[config.mk]
export PLATFORM = sky130hd
export DESIGN_NAME = cpio_newc_stream_parser_unit
export DESIGN_NICKNAME = d
export VERILOG_FILES = /design/src/sv/cnsp_pkg.sv /design/src/sv/cpio_newc_stream_parser_unit.sv /design/src/sv/cnsp_core.sv
export SDC_FILE = /design/constraint.sdc
export NUM_CORES = 1
export LEC_CHECK = 0
export BUFFER_PORTS_ARGS = -buffer_cell sky130_fd_sc_hd__buf_2
export CORE_ASPECT_RATIO = 0.6
export CORE_MARGIN = 8
export CORE_UTILIZATION = 43
export CTS_CLUSTER_DIAMETER = 50
export DETAILED_ROUTE_END_ITERATION = 12
export PLACE_DENSITY_LB_ADDON = 0.08
export REMOVE_ABC_BUFFERS = 1
export SETUP_SLACK_MARGIN = 0.1
export SKIP_LAST_GASP = 1
export SYNTH_ARGS = -nofsm -noshare
export SYNTH_HDL_FRONTEND = slang
export SYNTH_SLANG_ARGS = --single-unit
[constraint.sdc]
create_clock -name clk -period 17.9 [get_ports clk]
set_clock_uncertainty 0.05 [all_clocks]
set_input_delay 1.79 -clock clk [delete_from_list [all_inputs] [get_ports clk]]
set_output_delay 1.79 -clock clk [all_outputs]
set_load 0.02 [all_outputs]
[src/sv/cnsp_pkg.sv]
// ----------------------------------------------------------------------------
// cnsp_pkg
// Shared types, codes and character tables of the cpio newc stream parser.
// ----------------------------------------------------------------------------
`default_nettype none

package cnsp_pkg;

  typedef enum logic [2:0] {
    PH_MAGIC   = 3'd0,
    PH_HEADER  = 3'd1,
    PH_NAME    = 3'd2,
    PH_NAMEPAD = 3'd3,
    PH_DATA    = 3'd4,
    PH_DATAPAD = 3'd5,
    PH_DONE    = 3'd6
  } phase_t;

  // Result kinds
  localparam logic [2:0] KIND_NAME_BYTE   = 3'd0;
  localparam logic [2:0] KIND_DATA_BYTE   = 3'd1;
  localparam logic [2:0] KIND_HEADER_DONE = 3'd2;
  localparam logic [2:0] KIND_ARCHIVE_END = 3'd3;
  localparam logic [2:0] KIND_BAD_MAGIC   = 3'd4;
  localparam logic [2:0] KIND_BAD_HEX     = 3'd5;

  localparam logic [3:0]  HEADER_FIELDS    = 4'd13;
  localparam logic [3:0]  FILESIZE_FIELD   = 4'd6;
  localparam logic [3:0]  NAMESIZE_FIELD   = 4'd11;
  localparam logic [31:0] MAGIC_LEN        = 32'd6;
  localparam logic [31:0] DIGITS_PER_FIELD = 32'd8;
  localparam logic [31:0] TRAILER_LEN      = 32'd9;
  // The 110-byte header leaves 2 modulo 4 ahead of the name
  localparam logic [1:0]  NAME_PAD_BIAS    = 2'd2;

  typedef struct packed {
    logic [2:0]  kind;
    logic [7:0]  byte_value;
    logic        last;
    logic [31:0] entry_file_size;
    logic [31:0] entry_name_size;
  } result_t;

  typedef struct packed {
    logic       ok;
    logic [3:0] val;
  } hex_t;

  function automatic hex_t hex_digit(input logic [7:0] b);
    hex_t h;
    h.ok  = 1'b1;
    h.val = 4'd0;
    if (b >= 8'h30 && b <= 8'h39) begin
      h.val = 4'(b - 8'h30);
    end else if (b >= 8'h41 && b <= 8'h46) begin
      h.val = 4'(b - 8'h37);
    end else if (b >= 8'h61 && b <= 8'h66) begin
      h.val = 4'(b - 8'h57);
    end else begin
      h.ok = 1'b0;
    end
    return h;
  endfunction

  // "070701"
  function automatic logic [7:0] magic_char(input logic [2:0] idx);
    logic [7:0] c;
    unique case (idx)
      3'd1, 3'd3: c = 8'h37;
      3'd5:       c = 8'h31;
      default:    c = 8'h30;
    endcase
    return c;
  endfunction

  // "TRAILER!!"
  function automatic logic [7:0] trailer_char(input logic [3:0] idx);
    logic [7:0] c;
    unique case (idx)
      4'd0:       c = 8'h54;
      4'd1, 4'd6: c = 8'h52;
      4'd2:       c = 8'h41;
      4'd3:       c = 8'h49;
      4'd4:       c = 8'h4C;
      4'd5:       c = 8'h45;
      default:    c = 8'h21;
    endcase
    return c;
  endfunction

endpackage

`default_nettype wire

[src/sv/cpio_newc_stream_parser_unit.sv]
// ----------------------------------------------------------------------------
// cpio_newc_stream_parser_unit
// Byte-stream parser for cpio newc archives with a buffered result channel.
// ----------------------------------------------------------------------------
// Usage:
//   Feed the archive on in_archive_byte, starting at an entry header, with
//   the in_valid / in_ready handshake. Each accepted byte causes zero or one
//   result on the out_ channel: a name byte, a data byte, header complete,
//   archive end, bad magic or bad hex digit, together with the sizes of the
//   current entry. Matching magic bytes and padding bytes produce no result.
//   Each result is registered into the output register, or into the skid
//   entry while the output is stalled. Throughput: one byte per cycle while
//   the skid entry is free; the parser core updates its state on each byte.
//   Stalls: the output register plus one skid entry let one more byte be
//   taken while a result waits; in_ready drops only while the skid entry
//   is occupied.
//   Reset (rst_n low, synchronous) returns the parser to the magic check of
//   a new entry, zeroes the sizes and empties the result buffer. After archive
//   end or an error, further bytes are consumed without results until reset.
// ----------------------------------------------------------------------------
`default_nettype none

module cpio_newc_stream_parser_unit
  import cnsp_pkg::*;
(
  input  wire logic        clk,
  input  wire logic        rst_n,
  input  wire logic        in_valid,
  output logic             in_ready,
  input  wire logic [7:0]  in_archive_byte,
  output logic             out_valid,
  input  wire logic        out_ready,
  output logic [2:0]       out_kind,
  output logic [7:0]       out_byte_value,
  output logic             out_last,
  output logic [31:0]      out_entry_file_size,
  output logic [31:0]      out_entry_name_size
);

  logic    accept;
  logic    res_valid;
  result_t res;
  logic    out_free;
  logic    out_valid_r;
  logic    skid_valid_r;
  result_t out_r;
  result_t skid_r;

  assign in_ready = !skid_valid_r;
  assign accept   = in_valid && in_ready;
  assign out_free = !out_valid_r || out_ready;

  cnsp_core u_core (
    .clk          (clk),
    .rst_n        (rst_n),
    .step         (accept),
    .archive_byte (in_archive_byte),
    .res_valid    (res_valid),
    .res          (res)
  );

  always_ff @(posedge clk) begin
    if (!rst_n) begin
      out_valid_r  <= 1'b0;
      skid_valid_r <= 1'b0;
    end else if (out_free) begin
      out_valid_r  <= skid_valid_r || res_valid;
      skid_valid_r <= 1'b0;
    end else if (res_valid) begin
      skid_valid_r <= 1'b1;
    end
  end

  // Payload: the skid entry drains first, so order is kept
  always_ff @(posedge clk) begin
    if (out_free) begin
      if (skid_valid_r) begin
        out_r <= skid_r;
      end else if (res_valid) begin
        out_r <= res;
      end
    end else if (res_valid) begin
      skid_r <= res;
    end
  end

  assign out_valid           = out_valid_r;
  assign out_kind            = out_r.kind;
  assign out_byte_value      = out_r.byte_value;
  assign out_last            = out_r.last;
  assign out_entry_file_size = out_r.entry_file_size;
  assign out_entry_name_size = out_r.entry_name_size;

endmodule

`default_nettype wire

[src/sv/cnsp_core.sv]
// ----------------------------------------------------------------------------
// cnsp_core
// Parser state and per-byte decode: one archive byte per step, at most one
// result per step.
// ----------------------------------------------------------------------------
`default_nettype none

module cnsp_core
  import cnsp_pkg::*;
(
  input  wire logic       clk,
  input  wire logic       rst_n,
  input  wire logic       step,
  input  wire logic [7:0] archive_byte,
  output logic            res_valid,
  output result_t         res
);

  phase_t      phase_r, phase_nxt;
  logic [31:0] phase_count_r, phase_count_nxt;
  logic [31:0] hex_acc_r, hex_acc_nxt;
  logic [3:0]  field_r, field_nxt;
  logic [31:0] name_length_r, name_length_nxt;
  logic [31:0] data_length_r, data_length_nxt;
  logic [1:0]  align_r, align_nxt;
  logic        tmatch_r, tmatch_nxt;

  // Shared decode terms
  logic [31:0] count_inc;
  logic [2:0]  magic_idx;
  logic        magic_ok;
  hex_t        hex;
  logic [31:0] hex_shift;
  logic        field_end;
  logic [3:0]  field_inc;
  logic        header_end;
  logic        tmatch_upd;
  logic        trailer_hit;
  logic        name_last;
  logic        data_last;
  logic [1:0]  name_pad;
  logic [1:0]  data_pad;

  assign count_inc   = phase_count_r + 32'd1;
  assign magic_idx   = (phase_count_r < MAGIC_LEN) ? phase_count_r[2:0] : 3'd0;
  assign magic_ok    = (archive_byte == magic_char(magic_idx));
  assign hex         = hex_digit(archive_byte);
  assign hex_shift   = {hex_acc_r[27:0], hex.val};
  assign field_end   = (count_inc >= DIGITS_PER_FIELD);
  assign field_inc   = field_r + 4'd1;
  assign header_end  = (field_inc >= HEADER_FIELDS);
  assign tmatch_upd  = tmatch_r &
                       !((phase_count_r < TRAILER_LEN) &&
                         (archive_byte != trailer_char(phase_count_r[3:0])));
  assign trailer_hit = (phase_count_r == TRAILER_LEN - 32'd1) && tmatch_upd;
  assign name_last   = (count_inc == name_length_r);
  assign data_last   = (count_inc == data_length_r);
  assign name_pad    = 2'd0 - (NAME_PAD_BIAS + name_length_r[1:0]);
  assign data_pad    = 2'd0 - data_length_r[1:0];

  // Next state
  always_comb begin
    logic go_after_name;
    logic go_after_name_pad;
    logic go_after_data;
    logic go_start;
    phase_nxt         = phase_r;
    phase_count_nxt   = phase_count_r;
    hex_acc_nxt       = hex_acc_r;
    field_nxt         = field_r;
    name_length_nxt   = name_length_r;
    data_length_nxt   = data_length_r;
    align_nxt         = align_r;
    tmatch_nxt        = tmatch_r;
    go_after_name     = 1'b0;
    go_after_name_pad = 1'b0;
    go_after_data     = 1'b0;
    go_start          = 1'b0;

    unique case (phase_r)
      PH_MAGIC: begin
        if (!magic_ok) begin
          phase_nxt = PH_DONE;
        end else if (count_inc >= MAGIC_LEN) begin
          phase_nxt       = PH_HEADER;
          phase_count_nxt = 32'd0;
          field_nxt       = 4'd0;
          hex_acc_nxt     = 32'd0;
        end else begin
          phase_count_nxt = count_inc;
        end
      end
      PH_HEADER: begin
        if (!hex.ok) begin
          phase_nxt = PH_DONE;
        end else if (!field_end) begin
          hex_acc_nxt     = hex_shift;
          phase_count_nxt = count_inc;
        end else begin
          if (field_r == FILESIZE_FIELD) data_length_nxt = hex_shift;
          if (field_r == NAMESIZE_FIELD) name_length_nxt = hex_shift;
          phase_count_nxt = 32'd0;
          hex_acc_nxt     = 32'd0;
          field_nxt       = field_inc;
          if (header_end) begin
            field_nxt  = 4'd0;
            tmatch_nxt = 1'b1;
            if (name_length_r != 32'd0) begin
              phase_nxt = PH_NAME;
            end else begin
              go_after_name = 1'b1;
            end
          end
        end
      end
      PH_NAME: begin
        tmatch_nxt = tmatch_upd;
        if (trailer_hit) begin
          phase_nxt = PH_DONE;
        end else begin
          phase_count_nxt = count_inc;
          go_after_name   = name_last;
        end
      end
      PH_NAMEPAD: begin
        align_nxt         = align_r - 2'd1;
        go_after_name_pad = (align_r == 2'd1);
      end
      PH_DATA: begin
        phase_count_nxt = count_inc;
        go_after_data   = data_last;
      end
      PH_DATAPAD: begin
        align_nxt = align_r - 2'd1;
        go_start  = (align_r == 2'd1);
      end
      default: begin
        phase_nxt = PH_DONE;
      end
    endcase

    // Resolve entry boundaries; zero sizes and zero padding fall through
    if (go_after_name) begin
      if (name_pad != 2'd0) begin
        phase_nxt = PH_NAMEPAD;
        align_nxt = name_pad;
      end else begin
        go_after_name_pad = 1'b1;
      end
    end
    if (go_after_name_pad) begin
      if (data_length_r != 32'd0) begin
        phase_nxt       = PH_DATA;
        phase_count_nxt = 32'd0;
      end else begin
        go_after_data = 1'b1;
      end
    end
    if (go_after_data) begin
      if (data_pad != 2'd0) begin
        phase_nxt = PH_DATAPAD;
        align_nxt = data_pad;
      end else begin
        go_start = 1'b1;
      end
    end
    if (go_start) begin
      phase_nxt       = PH_MAGIC;
      phase_count_nxt = 32'd0;
      hex_acc_nxt     = 32'd0;
      field_nxt       = 4'd0;
      tmatch_nxt      = 1'b1;
    end
  end

  // Result outputs
  always_comb begin
    res_valid           = 1'b0;
    res.kind            = KIND_NAME_BYTE;
    res.byte_value      = 8'd0;
    res.last            = 1'b0;
    res.entry_file_size = data_length_nxt;
    res.entry_name_size = name_length_nxt;
    unique case (phase_r)
      PH_MAGIC: begin
        if (!magic_ok) begin
          res_valid = step;
          res.kind  = KIND_BAD_MAGIC;
        end
      end
      PH_HEADER: begin
        if (!hex.ok) begin
          res_valid = step;
          res.kind  = KIND_BAD_HEX;
        end else if (field_end && header_end) begin
          res_valid = step;
          res.kind  = KIND_HEADER_DONE;
        end
      end
      PH_NAME: begin
        res_valid = step;
        if (trailer_hit) begin
          res.kind = KIND_ARCHIVE_END;
        end else begin
          res.kind       = KIND_NAME_BYTE;
          res.byte_value = archive_byte;
          res.last       = name_last;
        end
      end
      PH_DATA: begin
        res_valid      = step;
        res.kind       = KIND_DATA_BYTE;
        res.byte_value = archive_byte;
        res.last       = data_last;
      end
      default: begin
        res_valid = 1'b0;
      end
    endcase
  end

  always_ff @(posedge clk) begin
    if (!rst_n) begin
      phase_r       <= PH_MAGIC;
      phase_count_r <= 32'd0;
      hex_acc_r     <= 32'd0;
      field_r       <= 4'd0;
      name_length_r <= 32'd0;
      data_length_r <= 32'd0;
      align_r       <= 2'd0;
      tmatch_r      <= 1'b1;
    end else if (step) begin
      phase_r       <= phase_nxt;
      phase_count_r <= phase_count_nxt;
      hex_acc_r     <= hex_acc_nxt;
      field_r       <= field_nxt;
      name_length_r <= name_length_nxt;
      data_length_r <= data_length_nxt;
      align_r       <= align_nxt;
      tmatch_r      <= tmatch_nxt;
    end
  end

endmodule

`default_nettype wire

==> results_dict.tcl, run 1 <==
set metrics [dict create \
    period_needed_ns 6.57 \
    antenna_found_initial 1 \
    filler_cell_count 3414 \
    cts_buffer_depth 3 \
    powerDensity_nw_per_um2 91.6 \
    slew_viol_final 0 \
    h-tree-depth 1 \
    start_util_pct 43.8 \
    leakage_nw 6.73 \
    io_pins 90 \
    syn_avg_cell_area_um2 9.88 \
    drc 0 \
    r2r_end "u_core.phase_count_r[21]" \
    ant_nets 0 \
    tightest_slew_ns 1.26 \
    die_y_um 166 \
    slew_headroom_pct 15.1 \
    clk_latency_ns 0.60 \
    synth_area_um2 16000 \
    hpwlAfterDp_um 43100 \
    synth-seq-cells 288 \
    reg2reg_slack_ns 11.33 \
    crit_fanout 32 \
    critPathLaunchType "flop" \
    row_count 54 \
    gr-total-overflow 0 \
    wl_per_cell_um 26.8 \
    cts-root-buf "clkbuf_16" \
    critPathArrivalTime_ns 7.00 \
    power_w 0.00164 \
    utilization_pct 49.0 \
    post_cts_resized 0 \
    synthesis.instances 1622 \
    cts_hold_buf 0 \
    grt_pass1_wl_um 86300 \
    hp-class "reg -> reg" \
    floorplan.core_area_um2 36600 \
    area_growth_pct 11.8 \
    critPathMaxStageDelay_ns 0.89 \
    hold_violations 0 \
    maxCapViolations 0 \
    holdPathStages 2 \
    cts_sinks 288 \
    worst_setup_path_end_kind "flop" \
    cp_top_family "simple AND/OR/NAND/NOR gates" \
    first_global_vias 12500 \
    grt_max_degree 51 \
    criticalPathCategory "reg -> reg" \
    first_pass_iters 5 \
    synth.yosys.seq_area_share_pct 45.5 \
    totalWireLength_um 58300 \
    setup_violations 0 \
    worstPathCellList "ha_1 > nand3_1 > or4_1 > nor4_1 > nor2_1 > xnor2_1 > nor4_1 > nand4_1 > and3_1 > o2111a_2 > and3_1 > a221o_1" \
    whs_ns 0.407 \
    vias 13600 \
    die_w_um 265 \
    synth-edff-count 152 \
    tns_ns 0 \
    synth_ff_type "edfxtp_1" \
    required_ns 18.34 \
    portBuffers 89 \
    dieArea_um2 43900 \
    crit_buf_inv 0 \
    cts_tree "done" \
    rsz0062_at_grt "false" \
    status "complete, no violations" \
    final_nets 1676 \
    crit_cells 12 \
    dr.first_iter.drc_count 1618 \
    r2r_cells 12 \
    grt.total_usage_pct 26.0 \
    clk_pin_slew_worst_paths_ns 0.07 \
    crit_end "u_core.phase_count_r[21]" \
    crit_slowest_cell "or4_1" \
    cts_buffers 31 \
    max_freq_mhz 152 \
    period_share_pct 36.7 \
    async_flop_share_pct 0 \
    final_layout_size_suffix_gt1_share_pct 19.9 \
    post_cts_buffers 0 \
    cp-startpoint "u_core.phase_count_r[0]" \
    synth_cell_types 91 \
    place.gp.congestion 1.02 \
    vias_per_cell 6.25 \
    num_antenna_cells 0 \
    vdd_drop_max_uv 69.1 \
    yosys_warnings 0 \
    regToRegStartpoint "u_core.phase_count_r[0]" \
]
-- metal layers --
layer  share of wire (%)  vias up  GRT usage (%)
met4                 1.2        2           3.46
met2                  36      622           32.7
met3                  12       52           8.87
li1                    -     6117              -
met5               0.017        -              0
met1                  50     6803           41.8
-- cells by family (layout without fill, tap and decap cells) --
family / after synthesis / after routing / share of synthesized area [%]
simple gates: 639 / 639 / 20.8
compound gates: 295 / 295 / 13.1
flops: 288 / 288 / 45.5
buf+inv: 161 / 211 / 4.16
mux: 145 / 145 / 10.1
xor+xnor: 78 / 78 / 5.12
fa+ha+maj: 16 / 16 / 1.25
-- through the flow --
step	std cells	instance area, µm²	setup slack [ns]
finish	2176	17900	11.33
CTS	2176	17900	11.38
global route	2176	17900	10.94
detailed placement	2119	16900	11.01
floorplan	1498	15500	9.08
global placement	2119	16900	11.03
-- layout make-up --
| cell class | instances | area (µm²) | area share, % |
|---|---|---|---|
| Tap cell | 504 | 631 | 3.52 |
| Timing Repair Buffer | 117 | 656 | 3.66 |
| Sequential cell | 288 | 7290 | 40.7 |
| Inverter | 37 | 140 | 0.783 |
| Multi-Input combinational cell | 1173 | 8160 | 45.6 |
| Clock buffer | 44 | 885 | 4.94 |
| Clock inverter | 13 | 145 | 0.811 |
-- flip-flops by register name, indices dropped and copies added, names as in the netlist --
signal,cells
u_core.align_r,2
skid_valid_r,1
out_kind,3
u_core.phase_count_r,32
u_core.data_length_r,32
u_core.phase_r,3
u_core.name_length_r,32
out_entry_file_size,32
u_core.field_r,4
skid_r,76
out_valid,1
out_entry_name_size,32
u_core.tmatch_r,1
out_last,1
u_core.hex_acc_r,28
out_byte_value,8
-- Yosys cell counts, drive strengths merged (7+ instances only) --
library cell,number,area [µm²]
a21oi,50,250
xnor2,40,350
o211ai,15,113
and3,15,93.8
inv,36,135
a22o,31,272
nor2,174,653
xnor3,10,225
o311ai,12,143
nand4,37,253
xor2,28,245
nand2,104,390
or3,17,106
mux2,129,1450
o2111ai,9,78.8
and4,10,87.6
a31oi,9,56.3
a211oi,14,105
mux2i,16,160
nor3,91,455
o31a,7,61.3
and2,15,93.8
o31ai,13,97.6
o21ai,67,335
or4,11,82.6
nor4,44,303
buf,43,223
edfxtp,152,4560
ha,16,200
clkbuf,81,304
nand3,53,278
dfxtp,136,2720
nand2b,17,106
nor2b,15,93.8
-- power breakdown --
group          total (W)  switching, W  internal [W]  leakage (nW)
registers       0.000769     0.0000305      0.000738          2.57
clock network   0.000655      0.000290      0.000365         0.502
logic           0.000217      0.000145     0.0000718          3.66
-- cell usage in the layout, fill, tap and decap left out, types with 7 or more instances in the layout --
| cell | Yosys | routed |
|---|---|---|
| a211oi_1 | 14 | 14 |
| or3_1 | 17 | 17 |
| o21ai_0 | 60 | 60 |
| inv_1 | 35 | 34 |
| nand4_1 | 35 | 35 |
| o2111ai_1 | 9 | 7 |
| a31oi_1 | 9 | 9 |
| nand2_1 | 104 | 103 |
| and4_1 | 10 | 10 |
| buf_4 | 4 | 28 |
| or4_1 | 11 | 11 |
| mux2i_1 | 16 | 16 |
| nor2b_1 | 15 | 13 |
| o211ai_1 | 15 | 15 |
| o21ai_1 | 7 | 7 |
| xnor3_1 | 10 | 10 |
| o31ai_1 | 13 | 12 |
| and3_1 | 15 | 14 |
| xnor2_1 | 40 | 40 |
| xor2_1 | 28 | 28 |
| a21oi_1 | 50 | 50 |
| clkbuf_1 | 81 | 7 |
| nor3_1 | 91 | 90 |
| edfxtp_1 | 152 | 152 |
| mux2_2 | 129 | 129 |
| nand2b_1 | 17 | 17 |
| a22o_1 | 31 | 31 |
| o31a_1 | 7 | 7 |
| nor2_1 | 174 | 173 |
| and2_1 | 15 | 15 |
| nand3_1 | 52 | 52 |
| dfxtp_1 | 136 | 136 |
| nor4_1 | 41 | 41 |
| buf_2 | 25 | 89 |
| clkbuf_16 | 0 | 31 |
| ha_1 | 16 | 16 |
-- worst min path at each step --
stage | from | end | slack [ns]
global placement | u_core.phase_count_r[18] | u_core.phase_count_r[18] | 0.39
detailed placement | u_core.phase_count_r[18] | u_core.phase_count_r[18] | 0.40
floorplan | u_core.hex_acc_r[24] | u_core.hex_acc_r[24] | 0.41
CTS | u_core.phase_count_r[18] | u_core.phase_count_r[18] | 0.41
finish | u_core.phase_count_r[18] | u_core.phase_count_r[18] | 0.41
global route | u_core.phase_count_r[18] | u_core.phase_count_r[18] | 0.45
-- worst min-delay path: stages (launching register included) --
cell and delay [ns]:
dfxtp_1 0.31, nand2_1 0.05, o21ai_1 0.05
(Power assumes the default switching activity.)
==> run 2: changes to the inputs <==
--- a/config.mk
+++ b/config.mk
@@ -5,6 +5,7 @@
 export SDC_FILE = /design/constraint.sdc
 export NUM_CORES = 1
 export LEC_CHECK = 0
+export ABC_AREA = 1
 export BUFFER_PORTS_ARGS = -buffer_cell sky130_fd_sc_hd__buf_2
 export CORE_ASPECT_RATIO = 0.6
 export CORE_MARGIN = 8
==> constraint.sdc (replaced) <==
create_clock -name clk -period 6.5 [get_ports clk]
set_clock_uncertainty 0.05 [all_clocks]
set_input_delay 0.65 -clock clk [delete_from_list [all_inputs] [get_ports clk]]
set_output_delay 0.65 -clock clk [all_outputs]
set_load 0.02 [all_outputs]
==> run 2 against run 1 <==
Net effect:
- sequential share of layout area up 0.43 points
- sequential power rose to 2.8 times the previous value
- fmax up 39%
- cell count is 26% higher
- cell area fell by 1.0%
- total power rose to 2.9 times the previous value
- setup slack lost 9.6 ns
- critical path depth rose by 11
- combinational power grew to 3.4 times the previous value
- synthesized cell count rose by 35%
- register-to-register slack got worse by 9.6 ns
==> results_dict.tcl, run 2 <==
set metrics [dict create \
    yosysTopAreaCell "edfxtp_1" \
    cts-root-buf "clkbuf_16" \
    clk_latency_ns 0.53 \
    ys_top_cells_by_area "edfxtp_1 (29%), dfxtp_1 (17%), nand2_1 (16%), inv_1 (6.3%), o21ai_0 (5.7%)" \
    die_w_um 264 \
    synth_area_um2 15800 \
    ant_nets 0 \
    period_share_pct 72.7 \
    synth-edff-count 152 \
    grt_max_degree 77 \
    switchingPower_w 0.00144 \
    hold_path_end "u_core.align_r[1]" \
    placed_area_um2 16700 \
    hpwlAfterDp_um 40500 \
    critPathLaunchType "flop" \
    setup_violations 0 \
    synth_cell_types 46 \
    synth.yosys.seq_area_share_pct 46.0 \
    grt.total_usage_pct 25.2 \
    powerDensity_nw_per_um2 265 \
    vias 14900 \
    antenna_found_initial 3 \
    crit_slowest_cell "nor2_4" \
    die_y_um 165 \
    cpMostUsedCell "nand2_1" \
    max_freq_mhz 212 \
    pwr-share-clk_pct 38.9 \
    leakage_nw 7.76 \
    portBuffers 89 \
    holdPathStages 2 \
    top_register "skid_r" \
    syn_avg_cell_area_um2 7.24 \
    r2r_cells 23 \
    largest_reg_flops 76 \
    io_pins 90 \
    p_sw_share_pct 30.6 \
    floorplan.core_area_um2 36300 \
    required_ns 6.88 \
    cts_buffers 34 \
    seqPwrFrac_pct 45.6 \
    clk_pin_slew_worst_paths_ns 0.06 \
    gr-total-overflow 0 \
    post_cts_buffers 0 \
    fin_area_um2 17700 \
    rsz0062_at_grt "false" \
    cts_hold_buf 0 \
    synth-seq-cells 288 \
    slew_viol_final 0 \
    critPathArrivalTime_ns 5.11 \
    yosysMostFrequentCell "nand2_1" \
    place.gp.congestion 1.07 \
    filler_cell_count 3685 \
    pwr-share-comb_pct 15.6 \
    hp-class "reg -> reg" \
    regToRegStartpoint "u_core.phase_count_r[0]" \
    synth_ff_type "edfxtp_1" \
    final_cell_mix "nand2_1 (659), inv_1 (262), nor2_1 (224)" \
    tightest_slew_ns 1.20 \
    power.internal_w 0.00327 \
    reg2reg_slack_ns 1.78 \
    cp_top_family "simple AND/OR/NAND/NOR gates" \
    async_flop_share_pct 0 \
    dieArea_um2 43400 \
    row_count 54 \
    grt_pass1_wl_um 84800 \
    first_pass_iters 6 \
    final_nets 2268 \
    vdd_drop_max_uv 174 \
    crit_buf_inv 2 \
    slew_headroom_pct 19.8 \
    final_layout_size_suffix_gt1_share_pct 8.92 \
    r2r_end "u_core.phase_count_r[24]" \
    criticalPathCategory "reg -> reg" \
    crit_fanout 34 \
    final_common_cell "nand2_1" \
    worstPathCellList "ha_1 > inv_1 > nor2_8 > nand2_2 > nor2_4 > nand3_1 > nand2_1 > nand2_1 > inv_2 > nand2_1 > nor2_2 > nand3_4 > nand4_2 > nand2_2 > nand2_1 > nand2_1 > nand2_1 > nand2_2 > nand2_4 > nand2_1 > nor2_4 > nand3b_1 > a21oi_1" \
    cts_sinks 288 \
    synthDominantCellAreaShare_pct 28.8 \
    vias_per_cell 5.42 \
    post_cts_resized 0 \
    status "complete, no violations" \
    period_needed_ns 4.72 \
    wl_per_cell_um 20.3 \
    min_from "u_core.align_r[1]" \
    yosys-top-cells-count "nand2_1 (660), inv_1 (264), nor2_1 (228)" \
    drc 0 \
    first_global_vias 13600 \
    critPathMaxStageDelay_ns 0.83 \
    dr.first_iter.drc_count 1579 \
    worst_setup_path_end_kind "flop" \
    start_util_pct 43.6 \
    maxCapViolations 0 \
    cts_tree "done" \
    area_growth_pct 11.9 \
    synthesis.instances 2186 \
    cts_buffer_depth 3 \
    tns_ns 0 \
    totalWireLength_um 55600 \
    h-tree-depth 2 \
    hold_violations 0 \
    yosys_warnings 0 \
]
==> run 2: cells by family (layout without fill, tap and decap cells) <==
group	count (synthesis)	after routing	synth area share [%]
muxes	1	1	0.0632
xor gates and xnor gates	26	26	1.44
adders and majority gates	16	16	1.26
other	0	1	0
buffers and inverters	361	440	8.82
and+or+nand+nor	1141	1141	30.9
AOI/OAI and AO/OA	353	353	11.5
DFF	288	288	46.0
==> run 2: per-stage QoR <==
step           hold slack (ns)  std cells  worst slack [ns]  total power [W]  util [%]
3_5_place_dp             0.411       2680              1.77          0.00290      46.0
4_1_cts                  0.419       2741              1.82          0.00474      48.8
6_report                 0.422       2742              1.78          0.00470      48.8
3_3_place_gp             0.406       2680              1.64          0.00290      46.0
2_1_floorplan            0.395       2098             -3.43          0.00262         -
5_1_grt                  0.465       2742              1.45          0.00490      48.8
==> run 2: routing by layer <==
metal	global-route usage [%]	up-vias	wire length, µm
met5	1.69	-	111
met4	4.16	4	802
met3	7.24	63	5820
met2	33.7	614	21000
met1	39.3	6966	27900
li1	-	7224	-
==> run 2: final cells by class <==
| class | count | area (µm²) | share of cell area, % |
|---|---|---|---|
| Tap cell | 476 | 596 | 3.36 |
| Multi-Input combinational cell | 1537 | 7190 | 40.6 |
| Sequential cell | 288 | 7290 | 41.1 |
| Antenna cell | 1 | 2.50 | 0.0141 |
| Timing Repair Buffer | 106 | 586 | 3.30 |
| Inverter | 273 | 1020 | 5.78 |
| Clock buffer | 44 | 910 | 5.13 |
| Clock inverter | 17 | 128 | 0.720 |
==> run 2: worst max-delay path by stage <==
stage                     depth (start not counted)                        to                    start
after floorplan                                   5         out_byte_value[0]             skid_valid_r
after global placement                           17   out_entry_name_size[14]       in_archive_byte[1]
after detailed placement                         15                skid_r[60]       in_archive_byte[0]
after CTS                                        21   out_entry_name_size[14]  u_core.phase_count_r[0]
after global routing                             23   u_core.phase_count_r[2]  u_core.phase_count_r[0]
final                                            23  u_core.phase_count_r[24]  u_core.phase_count_r[0]
==> run 2: power by group through the flow <==
stage / Clock (W) / Combinational (W) / Sequential [W]
3_3_place_gp: 0 / 0.000720 / 0.00218
6_report: 0.00183 / 0.000732 / 0.00214
2_1_floorplan: 0 / 0.000373 / 0.00224
3_5_place_dp: 0 / 0.000722 / 0.00218
5_1_grt: 0.00194 / 0.000802 / 0.00216
4_1_cts: 0.00187 / 0.000725 / 0.00214
==> run 2: tightest hold or removal path, delay by kind of cell, from the launching register on <==
kind | cells | cell delay [ns]
AO/OA/AOI/OAI | 1 | 0.06
AND/OR/NAND/NOR | 1 | 0.06
flip-flops | 1 | 0.31
==> run 3: changes to the inputs <==
--- a/config.mk
+++ b/config.mk
@@ -5,7 +5,7 @@
 export SDC_FILE = /design/constraint.sdc
 export NUM_CORES = 1
 export LEC_CHECK = 0
-export ABC_AREA = 1
+export ABC_AREA = 0
 export BUFFER_PORTS_ARGS = -buffer_cell sky130_fd_sc_hd__buf_2
 export CORE_ASPECT_RATIO = 0.6
 export CORE_MARGIN = 8
==> constraint.sdc (replaced) <==
create_clock -name clk -period 4.8 [get_ports clk]
set_clock_uncertainty 0.05 [all_clocks]
set_input_delay 0.48 -clock clk [delete_from_list [all_inputs] [get_ports clk]]
set_output_delay 0.48 -clock clk [all_outputs]
set_load 0.02 [all_outputs]
==> run 3 against run 2 <==
Net effect:
- non-clock buffer count is 195 higher
- register-to-register slack got worse by 1.4 ns
- combinational power rose by 24%
- routed wire length increased by 12%
- total power up 32%
- largest power group unchanged
==> results_dict.tcl, run 3 (synthesis gave the netlist of run 1 again) <==
set metrics [dict create \
    start_util_pct 43.8 \
    cts_buffers 31 \
    maxCapViolations 0 \
    period_needed_ns 4.44 \
    use_met3_pct 11.8 \
    antenna_found_initial 2 \
    tns_ns 0 \
    grt_pass1_wl_um 91200 \
    r2r_end "u_core.phase_count_r[11]" \
    critPathMaxStageDelay_ns 0.51 \
    final_common_cell "buf_4" \
    grt_util_met1_pct 43.2 \
    num_antenna_cells 0 \
    r2r_cells 15 \
    hold_violations 0 \
    required_ns 5.23 \
    critPathLaunchType "flop" \
    final_layout_size_suffix_gt1_share_pct 28.2 \
    cts_hold_buf 0 \
    hold_path_end "skid_r[71]" \
    period_share_pct 92.4 \
    crit_slowest_cell "dfxtp_1" \
    final_cell_mix "buf_4 (201), nor2_1 (173), edfxtp_1 (152)" \
    cpMostUsedCell "buf_4" \
    floorplan.core_area_um2 36600 \
    hpwlAfterDp_um 48000 \
    dr.first_iter.drc_count 1542 \
    die_w_um 265 \
    first_pass_iters 5 \
    reg2reg_slack_ns 0.36 \
    clk_latency_ns 0.59 \
    portBuffers 89 \
    rsz0062_at_grt "true" \
    worstPathCellList "ha_1 > nand3_1 > or3_1 > buf_4 > o31ai_1 > and2_2 > mux2_2 > nor4_2 > buf_4 > a41oi_1 > o32a_1 > o31ai_4 > buf_4 > nand2_1 > o311ai_1" \
    slew_viol_final 0 \
    io_pins 90 \
    crit_fanout 13 \
    utilization_pct 53.2 \
    grt_max_degree 72 \
    wl_per_cell_um 26.4 \
    largest_reg_flops 76 \
    first_global_vias 13300 \
    slew_headroom_pct 27.8 \
    drc 0 \
    criticalPathCategory "reg -> reg" \
    place.gp.congestion 1.02 \
    area_growth_pct 21.4 \
    cts-root-buf "clkbuf_16" \
    clk_pin_slew_worst_paths_ns 0.07 \
    met2_usage_pct 34.7 \
    die_y_um 166 \
    cts_sinks 288 \
    worst_setup_path_end_kind "flop" \
    tightest_slew_ns 1.08 \
    busiest_layer "met1" \
    totalWireLength_um 62200 \
    top_register "skid_r" \
    vdd_drop_max_uv 260 \
    h-tree-depth 1 \
    cts_tree "done" \
    holdPathStages 2 \
    min_from "in_archive_byte[6]" \
    status "complete, no violations" \
    dieArea_um2 43900 \
    leakage_nw 7.71 \
    cts_buffer_depth 3 \
    max_freq_mhz 225 \
    gr-total-overflow 0 \
    vias 14200 \
    grt.total_usage_pct 27.9 \
    row_count 54 \
    regToRegStartpoint "u_core.phase_count_r[1]" \
    powerDensity_nw_per_um2 320 \
    setup_violations 0 \
    final_nets 1860 \
    vias_per_cell 6.02 \
    hp-class "in -> reg" \
    ant_nets 0 \
    critPathArrivalTime_ns 4.87 \
]
## run 3: changes by cell type in the layout (fill, tap and decap cells not counted), sizes merged, moves of 72 or more
cell / delta
nand2: -569
mux2: +129
inv: -232
buf: +195
nand3: -78
a21oi: -72
o21ai: -143
## run 3: timing repair
action,4_1_cts,5_1_grt
setup buffers,0,2
hold endpoints to repair,0,0
setup endpoints to repair,0,78
resized for setup,0,7
## run 3: through the flow
| stage | total power (W) | instances | instance area [µm²] | hold WS [ns] | setup slack [ns] |
|---|---|---|---|---|---|
| 6_report | 0.00623 | 2361 | 19400 | 0.232 | 0.363 |
| 3_5_place_dp | 0.00381 | 2301 | 18400 | 0.432 | 0.230 |
| 4_1_cts | 0.00626 | 2359 | 19400 | 0.196 | 0.203 |
| 2_1_floorplan | 0.00340 | 1498 | 15500 | 0.407 | -2.71 |
| 5_1_grt | 0.00645 | 2361 | 19400 | 0.239 | 0.0965 |
| 3_3_place_gp | 0.00380 | 2301 | 18400 | 0.436 | 0.220 |
## run 3: area by class of cell
type | instances | area, µm²
clock inverters | 17 | 169
repair buffers | 301 | 2170
fillers | 3303 | 17100
well taps | 504 | 631
inverters | 37 | 140
flip-flops and latches | 288 | 7290
clock buffers | 41 | 873
multi-input cells | 1173 | 8160
## run 3: routing by layer
layer  routed length, µm  vias up
met2               22200      670
met3                8160       68
met4                1070        2
met1               30800     6995
met5                  16        -
li1                    -     6472
## run 3: how the worst max path moves through the flow
stage,end,slack (ns),cells past startpoint,from
after floorplan,out_byte_value[0],-2.71,4,in_valid
after global placement,u_core.phase_count_r[4],0.22,14,u_core.phase_count_r[5]
after detailed placement,u_core.phase_count_r[11],0.23,14,u_core.phase_count_r[5]
after CTS,u_core.phase_count_r[11],0.20,14,u_core.phase_count_r[5]
after global routing,u_core.phase_count_r[31],0.1,14,u_core.phase_count_r[1]
final,u_core.phase_count_r[11],0.36,15,u_core.phase_count_r[1]
## run 3: where the power goes
group | switching [W] | internal (W) | total (W)
logic | 0.000565 | 0.000345 | 0.000911
clock network | 0.00109 | 0.00136 | 0.00245
registers | 0.000110 | 0.00275 | 0.00286
total | 0.00177 | 0.00446 | 0.00623
## run 3: critical path, delay by kind of cell (launching register included)
kind / cells / cell delay (ns)
simple gates: 5 / 1.41
compound gates: 5 / 1.02
buf+inv: 3 / 0.70
flops: 1 / 0.51
mux: 1 / 0.37
fa+ha+maj: 1 / 0.23
